===== src/rtl/bcms_pkg.sv =====
// Shared types, constants and helper functions for the battery charge mode sequencer.
`timescale 1ns / 1ps
`default_nettype none
package bcms_pkg;

    // Sample and accumulator sizes
    localparam int SAMPLE_BITS          = 10;
    localparam int SECONDS_PER_DECISION = 16;
    localparam int SEC_W                = $clog2(SECONDS_PER_DECISION);
    localparam int SUM_W                = SAMPLE_BITS + 4;
    localparam int AVG_SHIFT            = 4;
    localparam logic [SUM_W-1:0] SUM_MAX = '1;

    // Field widths
    localparam int DIV_W      = 8;
    localparam int PERIOD_W   = 8;
    localparam int LIMIT_W    = 10;
    localparam int MODE_W     = 2;
    localparam int AVG_W      = 10;
    localparam int LED_W      = 3;
    localparam int S_TDATA_W  = 16;
    localparam int M_TDATA_W  = 24;
    localparam int CFG_IDX_W  = 3;
    localparam int CFG_DATA_W = 10;

    // Reset values
    localparam logic [DIV_W-1:0]       TICK_DIVIDE_RST  = DIV_W'(64);
    localparam logic [PERIOD_W-1:0]    CHARGE_PER_RST   = PERIOD_W'(5);
    localparam logic [PERIOD_W-1:0]    DISCHARGE_PER_RST = PERIOD_W'(3);
    localparam logic [PERIOD_W-1:0]    GRID_PER_RST     = PERIOD_W'(2);
    localparam logic [LIMIT_W-1:0]     HIGH_LIMIT_RST   = LIMIT_W'(565);
    localparam logic [LIMIT_W-1:0]     GRID_LIMIT_RST   = LIMIT_W'(456);
    localparam logic [SAMPLE_BITS-1:0] AVG_RST          = SAMPLE_BITS'(512);

    // Register indexes on the configuration port
    localparam logic [CFG_IDX_W-1:0] CFG_TICK_DIVIDE       = 3'd0;
    localparam logic [CFG_IDX_W-1:0] CFG_CHARGE_PERIODS    = 3'd1;
    localparam logic [CFG_IDX_W-1:0] CFG_DISCHARGE_PERIODS = 3'd2;
    localparam logic [CFG_IDX_W-1:0] CFG_GRID_PERIODS      = 3'd3;
    localparam logic [CFG_IDX_W-1:0] CFG_HIGH_LIMIT        = 3'd4;
    localparam logic [CFG_IDX_W-1:0] CFG_GRID_ON_LIMIT     = 3'd5;

    // Mode codes as seen on the result stream
    localparam logic [MODE_W-1:0] CODE_CHARGE    = 2'd0;
    localparam logic [MODE_W-1:0] CODE_DISCHARGE = 2'd1;
    localparam logic [MODE_W-1:0] CODE_MEASURE   = 2'd2;
    localparam logic [MODE_W-1:0] CODE_GRID      = 2'd3;

    // LED bit positions
    localparam int LED_CHARGE    = 0;
    localparam int LED_DISCHARGE = 1;
    localparam int LED_MEASURE   = 2;

    typedef enum logic [3:0] {
        MODE_CHARGE    = 4'b0001,
        MODE_DISCHARGE = 4'b0010,
        MODE_MEASURE   = 4'b0100,
        MODE_GRID      = 4'b1000
    } mode_t;

    typedef struct packed {
        logic [DIV_W-1:0]    tick_divide;
        logic [PERIOD_W-1:0] charge_periods;
        logic [PERIOD_W-1:0] discharge_periods;
        logic [PERIOD_W-1:0] grid_periods;
        logic [LIMIT_W-1:0]  high_limit;
        logic [LIMIT_W-1:0]  grid_on_limit;
    } cfg_t;

    typedef struct packed {
        logic [AVG_W-1:0]  average_voltage;
        logic              measure_led;
        logic              discharge_led;
        logic              charge_led;
        logic              fan_on;
        logic              grid_relay;
        logic              charge_relay;
        logic [MODE_W-1:0] mode;
    } res_t;

    // LED belonging to a mode; grid shares the charge LED
    function automatic logic [LED_W-1:0] mode_led(input mode_t m);
        logic [LED_W-1:0] led;
        led = '0;
        unique case (m)
            MODE_DISCHARGE: led[LED_DISCHARGE] = 1'b1;
            MODE_MEASURE:   led[LED_MEASURE]   = 1'b1;
            default:        led[LED_CHARGE]    = 1'b1;
        endcase
        return led;
    endfunction

    function automatic logic [MODE_W-1:0] mode_code(input mode_t m);
        logic [MODE_W-1:0] code;
        unique case (m)
            MODE_DISCHARGE: code = CODE_DISCHARGE;
            MODE_MEASURE:   code = CODE_MEASURE;
            MODE_GRID:      code = CODE_GRID;
            default:        code = CODE_CHARGE;
        endcase
        return code;
    endfunction

endpackage
`default_nettype wire


===== src/rtl/bcms_cfg.sv =====
// Configuration register file of the battery charge mode sequencer.
`timescale 1ns / 1ps
`default_nettype none
module bcms_cfg (
    input  wire                              clk,
    input  wire                              rst_n,
    input  wire                              wr_en,
    input  wire  [bcms_pkg::CFG_IDX_W-1:0]   wr_index,
    input  wire  [bcms_pkg::CFG_DATA_W-1:0]  wr_data,
    output bcms_pkg::cfg_t                   cfg
);
    import bcms_pkg::*;

    cfg_t cfg_reg;
    cfg_t cfg_next;

    // Decode the register index; unknown indexes are dropped
    always_comb
    begin
        cfg_next = cfg_reg;
        if (wr_en)
        begin
            unique case (wr_index)
                CFG_TICK_DIVIDE:       cfg_next.tick_divide       = wr_data[DIV_W-1:0];
                CFG_CHARGE_PERIODS:    cfg_next.charge_periods    = wr_data[PERIOD_W-1:0];
                CFG_DISCHARGE_PERIODS: cfg_next.discharge_periods = wr_data[PERIOD_W-1:0];
                CFG_GRID_PERIODS:      cfg_next.grid_periods      = wr_data[PERIOD_W-1:0];
                CFG_HIGH_LIMIT:        cfg_next.high_limit        = wr_data[LIMIT_W-1:0];
                CFG_GRID_ON_LIMIT:     cfg_next.grid_on_limit     = wr_data[LIMIT_W-1:0];
                default:               cfg_next = cfg_reg;
            endcase
        end
    end

    always_ff @(posedge clk or negedge rst_n)
    begin
        if (!rst_n)
        begin
            cfg_reg.tick_divide       <= TICK_DIVIDE_RST;
            cfg_reg.charge_periods    <= CHARGE_PER_RST;
            cfg_reg.discharge_periods <= DISCHARGE_PER_RST;
            cfg_reg.grid_periods      <= GRID_PER_RST;
            cfg_reg.high_limit        <= HIGH_LIMIT_RST;
            cfg_reg.grid_on_limit     <= GRID_LIMIT_RST;
        end
        else
        begin
            cfg_reg <= cfg_next;
        end
    end

    assign cfg = cfg_reg;

endmodule
`default_nettype wire


===== src/rtl/bcms_core.sv =====
// Mode sequencing state and the per-tick update of the battery charge mode sequencer.
`timescale 1ns / 1ps
`default_nettype none
module bcms_core (
    input  wire                               clk,
    input  wire                               rst_n,
    input  wire                               step,
    input  wire  [bcms_pkg::SAMPLE_BITS-1:0]  sample,
    input  bcms_pkg::cfg_t                    cfg,
    output bcms_pkg::res_t                    res
);
    import bcms_pkg::*;

    logic [DIV_W-1:0]       ovf_reg,   ovf_next;
    logic [SEC_W-1:0]       sec_reg,   sec_next;
    logic [PERIOD_W-1:0]    per_reg,   per_next;
    mode_t                  mode_reg,  mode_next;
    logic [SUM_W-1:0]       sum_reg,   sum_next;
    logic [SAMPLE_BITS-1:0] avg_reg,   avg_next;
    logic                   flash_reg, flash_next;
    logic [LED_W-1:0]       led_reg,   led_next;

    logic [DIV_W-1:0]       ovf_inc;
    logic                   sec_tick;
    logic [SUM_W:0]         sum_add;
    logic [SUM_W-1:0]       sum_sec;
    logic [SEC_W:0]         sec_inc;
    logic                   decide;
    logic [SAMPLE_BITS-1:0] avg_new;
    logic [PERIOD_W-1:0]    per_inc;
    logic [PERIOD_W-1:0]    per_limit;
    mode_t                  mode_pick;
    mode_t                  mode_dec;
    logic [LED_W-1:0]       led_dec;
    logic [SUM_W-1:0]       sum_dec;
    logic [PERIOD_W-1:0]    per_dec;
    logic [SAMPLE_BITS-1:0] avg_dec;
    logic [LED_W-1:0]       led_bit;

    // Overflow divider and second counter
    assign ovf_inc  = ovf_reg + DIV_W'(1);
    assign sec_tick = (ovf_inc == cfg.tick_divide);
    assign sec_inc  = {1'b0, sec_reg} + (SEC_W+1)'(1);
    assign decide   = (sec_inc >= (SEC_W+1)'(SECONDS_PER_DECISION));

    // Saturating sample accumulation while measuring
    assign sum_add = {1'b0, sum_reg} + (SUM_W+1)'(sample);
    assign sum_sec = (mode_reg == MODE_MEASURE)
                   ? (sum_add[SUM_W] ? SUM_MAX : sum_add[SUM_W-1:0])
                   : sum_reg;
    assign avg_new = sum_sec[SUM_W-1:AVG_SHIFT];

    // Period length of the current mode
    assign per_inc = per_reg + PERIOD_W'(1);
    always_comb
    begin
        unique case (mode_reg)
            MODE_DISCHARGE: per_limit = cfg.discharge_periods;
            MODE_GRID:      per_limit = cfg.grid_periods;
            default:        per_limit = cfg.charge_periods;
        endcase
    end

    // Mode chosen from the measured average
    always_comb
    begin
        priority if (avg_new < cfg.grid_on_limit)
            mode_pick = MODE_GRID;
        else if (avg_new > cfg.high_limit)
            mode_pick = MODE_DISCHARGE;
        else
            mode_pick = MODE_CHARGE;
    end

    // Decision at the end of a period
    always_comb
    begin
        mode_dec = mode_reg;
        led_dec  = led_reg;
        sum_dec  = sum_sec;
        per_dec  = per_reg;
        avg_dec  = avg_reg;
        if (decide)
        begin
            if (mode_reg == MODE_MEASURE)
            begin
                mode_dec = mode_pick;
                led_dec  = mode_led(mode_pick);
                sum_dec  = SUM_W'(avg_new);
                avg_dec  = avg_new;
                per_dec  = '0;
            end
            else
            begin
                per_dec = per_inc;
                if (per_inc == per_limit)
                begin
                    mode_dec = MODE_MEASURE;
                    led_dec  = mode_led(MODE_MEASURE);
                    sum_dec  = '0;
                end
            end
        end
    end

    // Next state, with the mode LED flashing once a second; in grid mode it stays lit
    assign led_bit = mode_led(mode_dec);
    always_comb
    begin
        ovf_next   = ovf_reg;
        sec_next   = sec_reg;
        per_next   = per_reg;
        mode_next  = mode_reg;
        sum_next   = sum_reg;
        avg_next   = avg_reg;
        flash_next = flash_reg;
        led_next   = led_reg;
        if (step)
        begin
            ovf_next = ovf_inc;
            if (sec_tick)
            begin
                ovf_next  = '0;
                sec_next  = decide ? '0 : sec_inc[SEC_W-1:0];
                per_next  = per_dec;
                mode_next = mode_dec;
                sum_next  = sum_dec;
                avg_next  = avg_dec;
                priority if (mode_dec == MODE_GRID)
                begin
                    led_next = led_dec | led_bit;
                end
                else if (!flash_reg)
                begin
                    led_next   = led_dec | led_bit;
                    flash_next = 1'b1;
                end
                else
                begin
                    led_next   = led_dec & ~led_bit;
                    flash_next = 1'b0;
                end
            end
        end
    end

    always_ff @(posedge clk or negedge rst_n)
    begin
        if (!rst_n)
        begin
            ovf_reg   <= '0;
            sec_reg   <= '0;
            per_reg   <= '0;
            mode_reg  <= MODE_CHARGE;
            sum_reg   <= '0;
            avg_reg   <= AVG_RST;
            flash_reg <= 1'b0;
            led_reg   <= mode_led(MODE_CHARGE);
        end
        else
        begin
            ovf_reg   <= ovf_next;
            sec_reg   <= sec_next;
            per_reg   <= per_next;
            mode_reg  <= mode_next;
            sum_reg   <= sum_next;
            avg_reg   <= avg_next;
            flash_reg <= flash_next;
            led_reg   <= led_next;
        end
    end

    // Result reflects the state after this tick
    always_comb
    begin
        res.mode            = mode_code(mode_next);
        res.charge_relay    = (mode_next == MODE_DISCHARGE) || (mode_next == MODE_MEASURE);
        res.grid_relay      = (mode_next == MODE_GRID);
        res.fan_on          = (mode_next != MODE_CHARGE);
        res.charge_led      = led_next[LED_CHARGE];
        res.discharge_led   = led_next[LED_DISCHARGE];
        res.measure_led     = led_next[LED_MEASURE];
        res.average_voltage = AVG_W'(avg_next);
    end

endmodule
`default_nettype wire


===== src/rtl/battery_charge_mode_sequencer.sv =====
// Top level of the battery charge mode sequencer: stream handshakes, config port, checks.
//
// Usage:
//  s_tvalid/s_tready/s_tdata carry one timer overflow per beat with its ADC
//  sample in s_tdata[9:0]. Each input beat yields exactly one result beat on
//  m_tvalid/m_tready/m_tdata holding the mode, relay, fan and LED drives and
//  the latest 16-sample average, as they stand after that overflow.
//  cfg_valid/cfg_ready/cfg_index/cfg_data write the six configuration
//  registers; cfg_ready is always high, writes to unknown indexes are ignored.
//  Write configuration only while no beat is in flight.
//  Timing: an accepted input beat is held in the input register, passes
//  the state update and is loaded into the result register that drives
//  m_tvalid and m_tdata. Throughput is one beat per cycle while m_tready
//  stays high.
//  Reset: all counters clear, the block starts in charge mode with the charge
//  LED lit, the average reads 512 and the registers take their defaults.
//  Stalls: while m_tready is low the result register holds its beat; the
//  input register still takes one more beat, after which s_tready drops until
//  the result is taken.
`timescale 1ns / 1ps
`default_nettype none
module battery_charge_mode_sequencer (
    input  wire                               clk,
    input  wire                               rst_n,
    // Input stream: [9:0] adc_sample, [15:10] zero
    input  wire                               s_tvalid,
    output logic                              s_tready,
    input  wire  [bcms_pkg::S_TDATA_W-1:0]    s_tdata,
    // Result stream: [1:0] mode, [2] charge_relay, [3] grid_relay, [4] fan_on,
    // [5] charge_led, [6] discharge_led, [7] measure_led,
    // [17:8] average_voltage, [23:18] zero
    output logic                              m_tvalid,
    input  wire                               m_tready,
    output logic [bcms_pkg::M_TDATA_W-1:0]    m_tdata,
    // Configuration write channel
    input  wire                               cfg_valid,
    output logic                              cfg_ready,
    input  wire  [bcms_pkg::CFG_IDX_W-1:0]    cfg_index,
    input  wire  [bcms_pkg::CFG_DATA_W-1:0]   cfg_data
);
    import bcms_pkg::*;

    logic                   in_full_reg,   in_full_next;
    logic [SAMPLE_BITS-1:0] in_sample_reg, in_sample_next;
    logic                   out_valid_reg, out_valid_next;
    res_t                   out_res_reg,   out_res_next;

    logic in_beat;
    logic advance;
    cfg_t cfg;
    res_t res;

    // Configuration registers
    assign cfg_ready = 1'b1;

    bcms_cfg u_cfg (
        .clk      (clk),
        .rst_n    (rst_n),
        .wr_en    (cfg_valid && cfg_ready),
        .wr_index (cfg_index),
        .wr_data  (cfg_data),
        .cfg      (cfg)
    );

    // Handshake control
    assign advance  = in_full_reg && (!out_valid_reg || m_tready);
    assign s_tready = !in_full_reg || advance;
    assign in_beat  = s_tvalid && s_tready;

    // State update for the registered beat
    bcms_core u_core (
        .clk    (clk),
        .rst_n  (rst_n),
        .step   (advance),
        .sample (in_sample_reg),
        .cfg    (cfg),
        .res    (res)
    );

    // Input and result register next values
    always_comb
    begin
        in_sample_next = in_beat ? s_tdata[SAMPLE_BITS-1:0] : in_sample_reg;
        in_full_next   = in_beat ? 1'b1 : (advance ? 1'b0 : in_full_reg);
        out_res_next   = advance ? res : out_res_reg;
        out_valid_next = advance ? 1'b1 : (m_tready ? 1'b0 : out_valid_reg);
    end

    always_ff @(posedge clk or negedge rst_n)
    begin
        if (!rst_n)
        begin
            in_full_reg   <= 1'b0;
            out_valid_reg <= 1'b0;
        end
        else
        begin
            in_full_reg   <= in_full_next;
            out_valid_reg <= out_valid_next;
        end
    end

    always_ff @(posedge clk)
    begin
        in_sample_reg <= in_sample_next;
        out_res_reg   <= out_res_next;
    end

    assign m_tvalid = out_valid_reg;
    assign m_tdata  = M_TDATA_W'(out_res_reg);

    // A held input beat keeps its sample until it moves on
    a_in_hold: assert property (@(posedge clk) disable iff (!rst_n)
        (in_full_reg && !advance) |=> (in_full_reg && $stable(in_sample_reg)))
        else $error("input beat lost or changed while held");

    // A new result only follows a beat leaving the input register
    a_out_load: assert property (@(posedge clk) disable iff (!rst_n)
        $rose(m_tvalid) |-> $past(advance))
        else $error("result beat without an input beat");

    // At most one mode LED is lit on a valid result beat
    a_led_onehot: assert property (@(posedge clk) disable iff (!rst_n)
        m_tvalid |-> $onehot0({out_res_reg.measure_led, out_res_reg.discharge_led,
                               out_res_reg.charge_led}))
        else $error("more than one mode LED lit");

    // Fan and grid relay drives agree with the reported mode
    a_drives: assert property (@(posedge clk) disable iff (!rst_n)
        m_tvalid |-> ((out_res_reg.fan_on == (out_res_reg.mode != CODE_CHARGE))
                      && (out_res_reg.grid_relay == (out_res_reg.mode == CODE_GRID))))
        else $error("relay or fan drive does not match mode");

endmodule
`default_nettype wire

===== config.mk =====
export PLATFORM = sky130hd
export DESIGN_NAME = battery_charge_mode_sequencer
export DESIGN_NICKNAME = d
export VERILOG_FILES = /design/src/rtl/bcms_pkg.sv /design/src/rtl/bcms_cfg.sv /design/src/rtl/bcms_core.sv /design/src/rtl/battery_charge_mode_sequencer.sv
export SDC_FILE = /design/constraint.sdc
export NUM_CORES = 1
export LEC_CHECK = 0
export ABC_AREA = 1
export BUFFER_PORTS_ARGS = -buffer_cell sky130_fd_sc_hd__buf_4
export CORE_MARGIN = 2
export CORE_UTILIZATION = 65
export CTS_CLUSTER_DIAMETER = 60
export DETAILED_ROUTE_END_ITERATION = 8
export PLACE_DENSITY = 0.95
export SYNTH_ARGS = -nofsm -noshare
export SYNTH_HDL_FRONTEND = slang
export SYNTH_HIERARCHICAL = 1
export SYNTH_SLANG_ARGS = --single-unit

===== constraint.sdc =====
create_clock -name clk -period 6.1 [get_ports clk]
set_clock_uncertainty 0.2 [all_clocks]
set_input_delay 0.61 -clock clk [delete_from_list [all_inputs] [get_ports clk]]
set_output_delay 0.61 -clock clk [all_outputs]
set_load 0.03 [all_outputs]

==> results_tabular.tex, run 1 <==
\begin{tabular}{lr}
\hline
Metric & Value \\
\hline
\multicolumn{2}{l}{\textbf{Place}} \\
\quad Cell count after placement & around 1100 \\
\quad DPL Wire Length & around 12000 um \\
\quad Count of input and output buffers & 47 \\
\quad Placement Setup Slack & roughly 1300 ps \\
\quad Final weighted congestion in routability-driven placement & about 0.9 \\
\multicolumn{2}{l}{\textbf{Floorplan}} \\
\quad Total I/O pin count & 61 \\
\quad Initial Utilization & between 60\% and 70\% \\
\quad Total Die Area & about 12000 um\^{}2 \\
\quad Floorplan die width & around 110 um \\
\quad Core region area & 11400 um\^{}2 \\
\quad Floorplan die height & between 100 and 150 um \\
\quad Number of placement rows & 39 \\
\multicolumn{2}{l}{\textbf{Route}} \\
\quad Detailed-route wire length & $\sim$18000 um \\
\quad Via Count & roughly 6600 \\
\quad Via/cell ratio & 5.81 \\
\quad DRC viols & 0 \\
\quad Detailed-router iteration count before antenna repair & 8 \\
\quad Antenna viol nets, final & 0 \\
\quad Initial DRC count & 692 \\
\quad Average routed wire per standard cell & around 15 um \\
\multicolumn{2}{l}{\textbf{Setup path}} \\
\quad Cells on worst reg2reg path & 31 \\
\quad Kind of end point of the critical path & flop \\
\quad Worst Setup Path Type & flop to flop \\
\quad Slowest cell on the critical path & sky130\_fd\_sc\_hd\_\_nor3b\_1 \\
\quad Critical Path Most Common Cell & sky130\_fd\_sc\_hd\_\_nand2\_1 \\
\quad Arrival @ worst endpoint & approximately 5000 ps \\
\quad Largest fanout on the critical path & 4 \\
\quad Critical path startpoint category & flop \\
\quad Required time of the worst setup path & between 6000 and 7000 ps \\
\quad Largest incremental delay on the critical path & approximately 480 ps \\
\multicolumn{2}{l}{\textbf{Timing}} \\
\quad Fin crit share & between 80\% and 90\% \\
\quad Actual slew at the worst max-slew pin & between 800 and 900 ps \\
\quad Timing-limited maximum frequency & 0.195 GHz \\
\quad Total count of hold-check failures in the final report & 0 \\
\quad Sum Neg Setup Slack & 0 ps \\
\quad Worst-case hold slack & 156 ps \\
\quad Number of max-slew violations in the final report & 0 \\
\quad RSZ-0062 raised after global routing & no \\
\quad Remaining max-slew budget at the tightest pin & 40.9\% \\
\quad Number of endpoints failing setup at the final stage & 0 \\
\quad Slack of the critical path & roughly 980 ps \\
\quad Post-route minimum period & 5120 ps \\
\multicolumn{2}{l}{\textbf{CTS}} \\
\quad Post-CTS setup repair buffer count & 0 \\
\quad Clock Sink Count & roughly 130 \\
\quad Number of H-tree branching levels & 4 \\
\quad Clk\_lat worst skew & 430 ps \\
\quad Buffer levels on the longest clock path & 2 \\
\quad Clock transition at the registers of the reported paths & approximately 60 ps \\
\quad Number of clock buffers inserted by TritonCTS & 17 \\
\quad CTS root buffer & sky130\_fd\_sc\_hd\_\_clkbuf\_16 \\
\quad Clock tree from TritonCTS & done \\
\multicolumn{2}{l}{\textbf{Synthesis}} \\
\quad Synth Warn \# & 6 \\
\quad Register area share after synthesis & 46.7\% \\
\quad Synthesized flop and latch total & 134 \\
\quad Cell type with the largest total area after synthesis & sky130\_fd\_sc\_hd\_\_dfrtp\_1 \\
\quad Post-synth top flop & sky130\_fd\_sc\_hd\_\_dfrtp\_1 \\
\quad Number of unique standard cell types used by synthesis & 49 \\
\quad Synthesized instance count & between 900 and 1000 \\
\quad Area share of the largest cell type after synthesis & between 20\% and 30\% \\
\quad Synth Area per Inst & slightly above 8 um\^{}2 \\
\quad Area contributors post-synth & sky130\_fd\_sc\_hd\_\_dfrtp\_1 (29\%), sky130\_fd\_sc\_hd\_\_nand2\_1 (15\%), sky130\_fd\_sc\_hd\_\_edfxtp\_1 (11\%) \\
\quad Summed instance area of the synthesized netlist & 7520 um\^{}2 \\
\quad Number of enable flip-flop cells after synthesis & 28 \\
\quad Share of flip-flops with an asynchronous set or reset after synthesis & between 70\% and 80\% \\
\multicolumn{2}{l}{\textbf{Min path}} \\
\quad Instance count along the most critical hold path & 1 \\
\quad Hold Path Class & input pin to flop \\
\multicolumn{2}{l}{\textbf{Pwr}} \\
\quad VDD IR-drop max & about 0.00029 V \\
\quad Static leakage power & roughly 4.4 nW \\
\quad Areal power density over the cells & 323 nW/um\^{}2 \\
\multicolumn{2}{l}{\textbf{Final layout}} \\
\quad Number of antenna repair diodes & 0 \\
\quad Final Core Density & approximately 75\% \\
\quad Final-stage net count & around 1000 \\
\quad Fraction of layout instances using a drive strength above 1 & between 10\% and 20\% \\
\quad Final cell count without fillers & about 1100 \\
\quad Synth-to-layout area growth & 14.0\% \\
\quad Largest register FFs & 52 \\
\multicolumn{2}{l}{\textbf{Global routing}} \\
\quad Number of antenna violations at the first check in global routing & 0 \\
\quad Maximum number of pins on one net before global-route repair & 71 \\
\quad Vias in the first global route & 6423 \\
\quad First-pass GRT wire length & about 30000 um \\
\quad Overall fraction of global-route tracks in use & between 20\% and 30\% \\
\quad Overflow left after global routing & 0 \\
\multicolumn{2}{l}{\textbf{Run}} \\
\quad Maxcap violations & 0 \\
\multicolumn{2}{l}{\textbf{Run status}} \\
\quad Result of the run & completed \\
\hline
\end{tabular}
layout by cell type, fill, tap and decap left out, types with 2 or more instances in the layout:
cell | synthesis | layout
sky130_fd_sc_hd__o21ai_2 | 8 | 8
sky130_fd_sc_hd__xor2_1 | 11 | 11
sky130_fd_sc_hd__o211ai_1 | 4 | 4
sky130_fd_sc_hd__inv_2 | 4 | 4
sky130_fd_sc_hd__a21oi_1 | 22 | 21
sky130_fd_sc_hd__clkinvlp_4 | 0 | 2
sky130_fd_sc_hd__xnor2_1 | 9 | 9
sky130_fd_sc_hd__nor2_1 | 49 | 49
sky130_fd_sc_hd__edfxtp_1 | 28 | 28
sky130_fd_sc_hd__o31ai_1 | 4 | 4
sky130_fd_sc_hd__o221ai_1 | 3 | 3
sky130_fd_sc_hd__ha_1 | 32 | 32
sky130_fd_sc_hd__nor3_1 | 4 | 4
sky130_fd_sc_hd__or2_2 | 2 | 2
sky130_fd_sc_hd__dfstp_2 | 18 | 18
sky130_fd_sc_hd__nand2_1 | 302 | 302
sky130_fd_sc_hd__nand2_2 | 5 | 5
sky130_fd_sc_hd__clkbuf_16 | 0 | 18
sky130_fd_sc_hd__nand3_1 | 106 | 106
sky130_fd_sc_hd__inv_1 | 112 | 112
sky130_fd_sc_hd__a22oi_1 | 2 | 2
sky130_fd_sc_hd__nand4_1 | 13 | 13
sky130_fd_sc_hd__o21ai_0 | 37 | 37
sky130_fd_sc_hd__buf_4 | 10 | 52
sky130_fd_sc_hd__conb_1 | 2 | 7
sky130_fd_sc_hd__dfrtp_1 | 88 | 88
sky130_fd_sc_hd__a22o_1 | 2 | 2
sky130_fd_sc_hd__nor2_2 | 8 | 8
sky130_fd_sc_hd__clkinv_4 | 0 | 2
sky130_fd_sc_hd__bufinv_16 | 0 | 3
sky130_fd_sc_hd__a31oi_1 | 4 | 4
sky130_fd_sc_hd__clkinv_2 | 0 | 6
sky130_fd_sc_hd__nor2_4 | 5 | 5
sky130_fd_sc_hd__nand3_2 | 4 | 4
worst max-delay path: cells and delay by family, from the launching register on:
family	cells	cell delay [ps]
flops	1	370
compound gates	4	690
fa+ha+maj	3	980
buf+inv	6	640
simple gates	18	1990
synthesized netlist by cell type (4+ instances only):
| library cell | instances |
|---|---|
| sky130_fd_sc_hd__nand2_1 | 302 |
| sky130_fd_sc_hd__dfstp_2 | 18 |
| sky130_fd_sc_hd__o31ai_1 | 4 |
| sky130_fd_sc_hd__inv_2 | 4 |
| sky130_fd_sc_hd__nand4_1 | 13 |
| sky130_fd_sc_hd__buf_2 | 5 |
| sky130_fd_sc_hd__nor3_1 | 4 |
| sky130_fd_sc_hd__xor2_1 | 11 |
| sky130_fd_sc_hd__o21ai_2 | 8 |
| sky130_fd_sc_hd__nor2_1 | 49 |
| sky130_fd_sc_hd__o211ai_1 | 4 |
| sky130_fd_sc_hd__nor2_4 | 5 |
| sky130_fd_sc_hd__ha_1 | 32 |
| sky130_fd_sc_hd__edfxtp_1 | 28 |
| sky130_fd_sc_hd__nand2_2 | 5 |
| sky130_fd_sc_hd__clkbuf_1 | 5 |
| sky130_fd_sc_hd__buf_4 | 10 |
| sky130_fd_sc_hd__nor2_2 | 8 |
| sky130_fd_sc_hd__nand3_2 | 4 |
| sky130_fd_sc_hd__nand3_1 | 106 |
| sky130_fd_sc_hd__a31oi_1 | 4 |
| sky130_fd_sc_hd__a21oi_1 | 22 |
| sky130_fd_sc_hd__inv_1 | 112 |
| sky130_fd_sc_hd__o21ai_0 | 37 |
| sky130_fd_sc_hd__dfrtp_1 | 88 |
| sky130_fd_sc_hd__xnor2_1 | 9 |
layout make-up:
cell class                      count  area [um^2]
Clock inverter                     13          153
Inverter                          117          444
Sequential cell                   134         3520
Clock buffer                       19          464
Multi-Input combinational cell    658         3420
Timing Repair Buffer               53          400
Fill cell                         793         2790
Tap cell                          143          179
where the power goes:
part           internal (mW)  switching, mW
clock network          0.673          0.386
registers               1.06         0.0911
logic                  0.203          0.356
layer usage:
| metal | track usage (%) | vias up | part of all wire [%] |
|---|---|---|---|
| met5 | 0 | - | 0 |
| met4 | 13.9 | 0 | 2.9 |
| met3 | 6.21 | 52 | 8.2 |
| met2 | 48.0 | 341 | 47 |
| met1 | 39.3 | 3113 | 41 |
| li1 | - | 3102 | - |
metrics by stage:
step	power (mW)	instance area, um^2
finish	2.77	8580
global route	2.90	8580
CTS	2.77	8580
detailed placement	1.70	7950
global placement	1.67	7950
floorplan	1.53	7540
cells by family after synthesis:
logic type / Yosys count / share of synthesized area, %
other cells: 2 / 0.0998
buf+inv: 141 / 8.12
xor+xnor: 21 / 2.54
simple gates: 505 / 29.6
flops: 134 / 46.7
compound gates: 92 / 7.35
fa+ha+maj: 33 / 5.59
final timing paths:
check / start / to / slack [ps]
min in group asynchronous: rst_n / u_core/ovf_reg[3] / 490
hold / removal: s_tdata[1] / in_sample_reg[1] / 160
setup reg to reg: u_core/sum_reg[0] / m_tdata[5] / 980
hold reg to reg: u_cfg/cfg[3] / u_cfg/cfg[3] / 270
setup / recovery: u_core/sum_reg[0] / m_tdata[5] / 980
max in group asynchronous: rst_n / u_cfg/cfg[4] / 3960
repair_timing:
action / CTS / global route
hold buffers: 1 / 0
resized for setup: 0 / 0
endpoints found under the hold margin: 30 / 0
Power figures use the tool's default switching activity.
==> run 2: changes to the inputs <==
- CORE_UTILIZATION: 65 -> 61
- PLACE_DENSITY: 0.95 -> 0.92
- clock period: 6.1 -> 5 ns (I/O delays scaled with it)
==> run 2 against run 1 <==
  * Combinational power rose by 24%
  * Final area fell by 0.25%
  * Highest routed layer unchanged
  * Clock power rose by 10%
  * Clock-buffer cell count did not move
  * Sequential share of layout area rose by 0.10 points
  * Register-to-register slack got worse by 620 ps
  * First-iteration DRC count fell by 21%
  * Utilization fell by 4.2 points
  * Non-clock buffer count rose by 2
  * Critical endpoint unchanged
  * Flip-flop and latch count did not move
  * Hold slack got worse by 110 ps
  * Routed wire length rose by 0.66%
==> results_tabular.tex, run 2 (same netlist as run 1, synthesis figures left out) <==
\begin{tabular}{lr}
\hline
Metric & Value \\
\hline
\multicolumn{2}{l}{\textbf{Pwr}} \\
\quad Areal power density over the cells & 381 nW/um\^{}2 (+18\%) \\
\quad VDD IR-drop max & 0.000222 V (-23\%) \\
\quad Static leakage power & 4.39 nW (-0.69\%) \\
\multicolumn{2}{l}{\textbf{Floorplan}} \\
\quad Core region area & 12000 um\^{}2 (+5.6\%) \\
\quad Number of placement rows & 40 (+2.6\%) \\
\quad Floorplan die width & 115 um (+3.1\%) \\
\quad Total I/O pin count & 61 (unchanged) \\
\quad Total Die Area & 13200 um\^{}2 (+6.3\%) \\
\quad Initial Utilization & 62.6\% (-3.5 points) \\
\quad Floorplan die height & 115 um (+3.1\%) \\
\multicolumn{2}{l}{\textbf{Setup path}} \\
\quad Critical path startpoint category & flop \\
\quad Kind of end point of the critical path & flop \\
\quad Largest fanout on the critical path & 7 (+3) \\
\quad Largest incremental delay on the critical path & 380 ps (-100 ps) \\
\quad Cells on worst reg2reg path & 31 (unchanged) \\
\quad Arrival @ worst endpoint & 4620 ps (-480 ps) \\
\quad Required time of the worst setup path & 4970 ps (-1110 ps) \\
\quad Flop2flop setup slack & 360 ps (-620 ps) \\
\quad Critical Path Most Common Cell & sky130\_fd\_sc\_hd\_\_nand2\_1 \\
\quad Slowest cell on the critical path & sky130\_fd\_sc\_hd\_\_edfxtp\_1 \\
\quad Worst Setup Path Type & flop to flop \\
\multicolumn{2}{l}{\textbf{Timing}} \\
\quad Fin crit share & 92.9\% (+8.9 points) \\
\quad Number of endpoints failing setup at the final stage & 0 (unchanged) \\
\quad Total count of hold-check failures in the final report & 0 (unchanged) \\
\quad Sum Neg Setup Slack & 0 ps (unchanged) \\
\quad RSZ-0062 raised after global routing & no \\
\quad Number of max-slew violations in the final report & 0 (unchanged) \\
\quad Post-route minimum period & 4640 ps (-476 ps) \\
\quad Timing-limited maximum frequency & 0.215 GHz (+10\%) \\
\quad Actual slew at the worst max-slew pin & 715 ps (-171 ps) \\
\quad Remaining max-slew budget at the tightest pin & 52.3\% (+11 points) \\
\multicolumn{2}{l}{\textbf{Final layout}} \\
\quad Sequential Area & 3520 um\^{}2 (unchanged) \\
\quad Final std cell area, no fill & 8550 um\^{}2 (-0.25\%) \\
\quad Commonest non-fill, non-tap cell in the layout & sky130\_fd\_sc\_hd\_\_nand2\_1 \\
\quad Number of antenna repair diodes & 0 (unchanged) \\
\quad Synth-to-layout area growth & 13.7\% \\
\quad Fill count & 896 (+13\%) \\
\quad Largest register FFs & 52 (unchanged) \\
\quad Highest-count cells in the layout ignoring fill and taps & sky130\_fd\_sc\_hd\_\_nand2\_1 (301), sky130\_fd\_sc\_hd\_\_inv\_1 (111), sky130\_fd\_sc\_hd\_\_nand3\_1 (106) \\
\quad Multi-input combinational cell area & 3440 um\^{}2 (+0.70\%) \\
\quad Final-stage net count & 1050 (+0.19\%) \\
\quad Final cell count without fillers & 1143 (+0.53\%) \\
\quad Fraction of layout instances using a drive strength above 1 & 15.3\% (+0.57 points) \\
\multicolumn{2}{l}{\textbf{CTS}} \\
\quad Number of clock buffers inserted by TritonCTS & 17 (unchanged) \\
\quad Clock tree from TritonCTS & done \\
\quad Number of H-tree branching levels & 4 (unchanged) \\
\quad Buffer levels on the longest clock path & 2 (unchanged) \\
\quad Clk\_lat worst skew & 430 ps (about the same) \\
\quad Clock transition at the registers of the reported paths & 60 ps (about the same) \\
\quad Clock Sink Count & 134 (unchanged) \\
\quad CTS root buffer & sky130\_fd\_sc\_hd\_\_clkbuf\_16 \\
\quad Post-CTS setup repair buffer count & 0 (unchanged) \\
\multicolumn{2}{l}{\textbf{Route}} \\
\quad Antenna viol nets, final & 0 (unchanged) \\
\quad Via Count & 6489 (-1.8\%) \\
\quad Detailed-router iteration count before antenna repair & 6 (-2) \\
\quad Initial DRC count & 550 (-21\%) \\
\quad DRC viols & 0 (unchanged) \\
\quad Via/cell ratio & 5.68 (-2.3\%) \\
\quad Detailed-route wire length & 17700 um (+0.66\%) \\
\quad Average routed wire per standard cell & 15.4 um (+0.13\%) \\
\multicolumn{2}{l}{\textbf{Run}} \\
\quad Maxcap violations & 0 (unchanged) \\
\multicolumn{2}{l}{\textbf{Global routing}} \\
\quad First-pass GRT wire length & 29600 um (-0.83\%) \\
\quad Maximum number of pins on one net before global-route repair & 59 (-17\%) \\
\quad Number of antenna violations at the first check in global routing & 0 (unchanged) \\
\quad Overall fraction of global-route tracks in use & 28.7\% (-1.2 points) \\
\quad Overflow left after global routing & 0 (unchanged) \\
\quad Vias in the first global route & 6245 (-2.8\%) \\
\multicolumn{2}{l}{\textbf{Min path}} \\
\quad Hold Path Class & input pin to flop \\
\quad Instance count along the most critical hold path & 1 (unchanged) \\
\multicolumn{2}{l}{\textbf{Run status}} \\
\quad Result of the run & completed \\
\multicolumn{2}{l}{\textbf{Place}} \\
\quad DPL Wire Length & 12100 um (-0.47\%) \\
\quad Count of input and output buffers & 47 (unchanged) \\
\quad DP Area & 7970 um\^{}2 (+0.25\%) \\
\quad Cell count after placement & 1110 (+0.54\%) \\
\quad Final weighted congestion in routability-driven placement & 0.886 (-1.7\%) \\
\hline
\end{tabular}
[run 2: cell count changes in the layout (fill, tap and decap cells not counted), moves of 2 or more]
cell,before,now
sky130_fd_sc_hd__bufinv_16,3,1
sky130_fd_sc_hd__clkinvlp_4,2,4
sky130_fd_sc_hd__buf_4,52,54
sky130_fd_sc_hd__o21ai_1,1,4
sky130_fd_sc_hd__clkinv_2,6,3
sky130_fd_sc_hd__clkinv_1,0,2
sky130_fd_sc_hd__o21ai_0,37,33
[run 2: metal layers]
metal,share of wire [%],GRT usage (%),routed length [um],vias up
met3,7.0,5.75,1240,41
met1,43,39.0,7590,3048
met2,47,44.3,8280,296
met4,3.1,14.1,548,0
li1,-,-,-,3104
met5,0,0,0,-
[run 2: power breakdown]
| part | switching (mW) | leakage [nW] | internal, mW | total [mW] |
|---|---|---|---|---|
| clock network | 0.476 | 0.260 | 0.690 | 1.17 |
| registers | 0.110 | 1.57 | 1.29 | 1.40 |
| logic | 0.439 | 2.56 | 0.255 | 0.694 |
| total | 1.03 | 4.39 | 2.24 | 3.26 |
[run 2: area by class of cell]
class	instances	share of cell area (%)
clock buffer	19	5.18
clock inverter	13	1.27
inverter	117	5.19
multi-input combinational	658	40.3
sequential	134	41.1
tap	147	2.15
timing repair buffer	55	4.86
[run 2: repair_timing]
item,4_1_cts,5_1_grt
endpoints found under the setup margin,1,12
resized for setup,1,11
hold buffers,1,0
hold endpoints to repair,41,0
[run 2: worst paths after layout]
path,start,endpoint
worst max-delay path,in_sample_reg[0],m_tdata[5]
worst min-delay path,s_tdata[4],in_sample_reg[4]
worst max register to register,in_sample_reg[0],m_tdata[5]
worst min register to register,u_cfg/cfg[36],u_cfg/cfg[36]
max in group asynchronous,rst_n,u_cfg/cfg[2]
min in group asynchronous,rst_n,u_core/ovf_reg[4]
[run 2: worst max-delay path, delay by kind of cell, from the launching register on]
kind                     cells  cell delay [ps]
flip-flops                   1              380
buffers and inverters        6              570
AND/OR/NAND/NOR             18             1650
AO/OA/AOI/OAI                4              800
adder cells (fa/ha/maj)      3              800
[run 2: per-stage QoR]
step	hold slack (ps)	power, mW	util, %	setup WS [ps]
4_1_cts	39.4	3.25	71.0	94.6
3_3_place_gp	251	2.04	66.3	262
6_report	46.3	3.26	71.2	357
5_1_grt	37.2	3.42	71.2	14.9
3_5_place_dp	254	2.07	66.3	133
2_1_floorplan	4.41	1.87	-	872
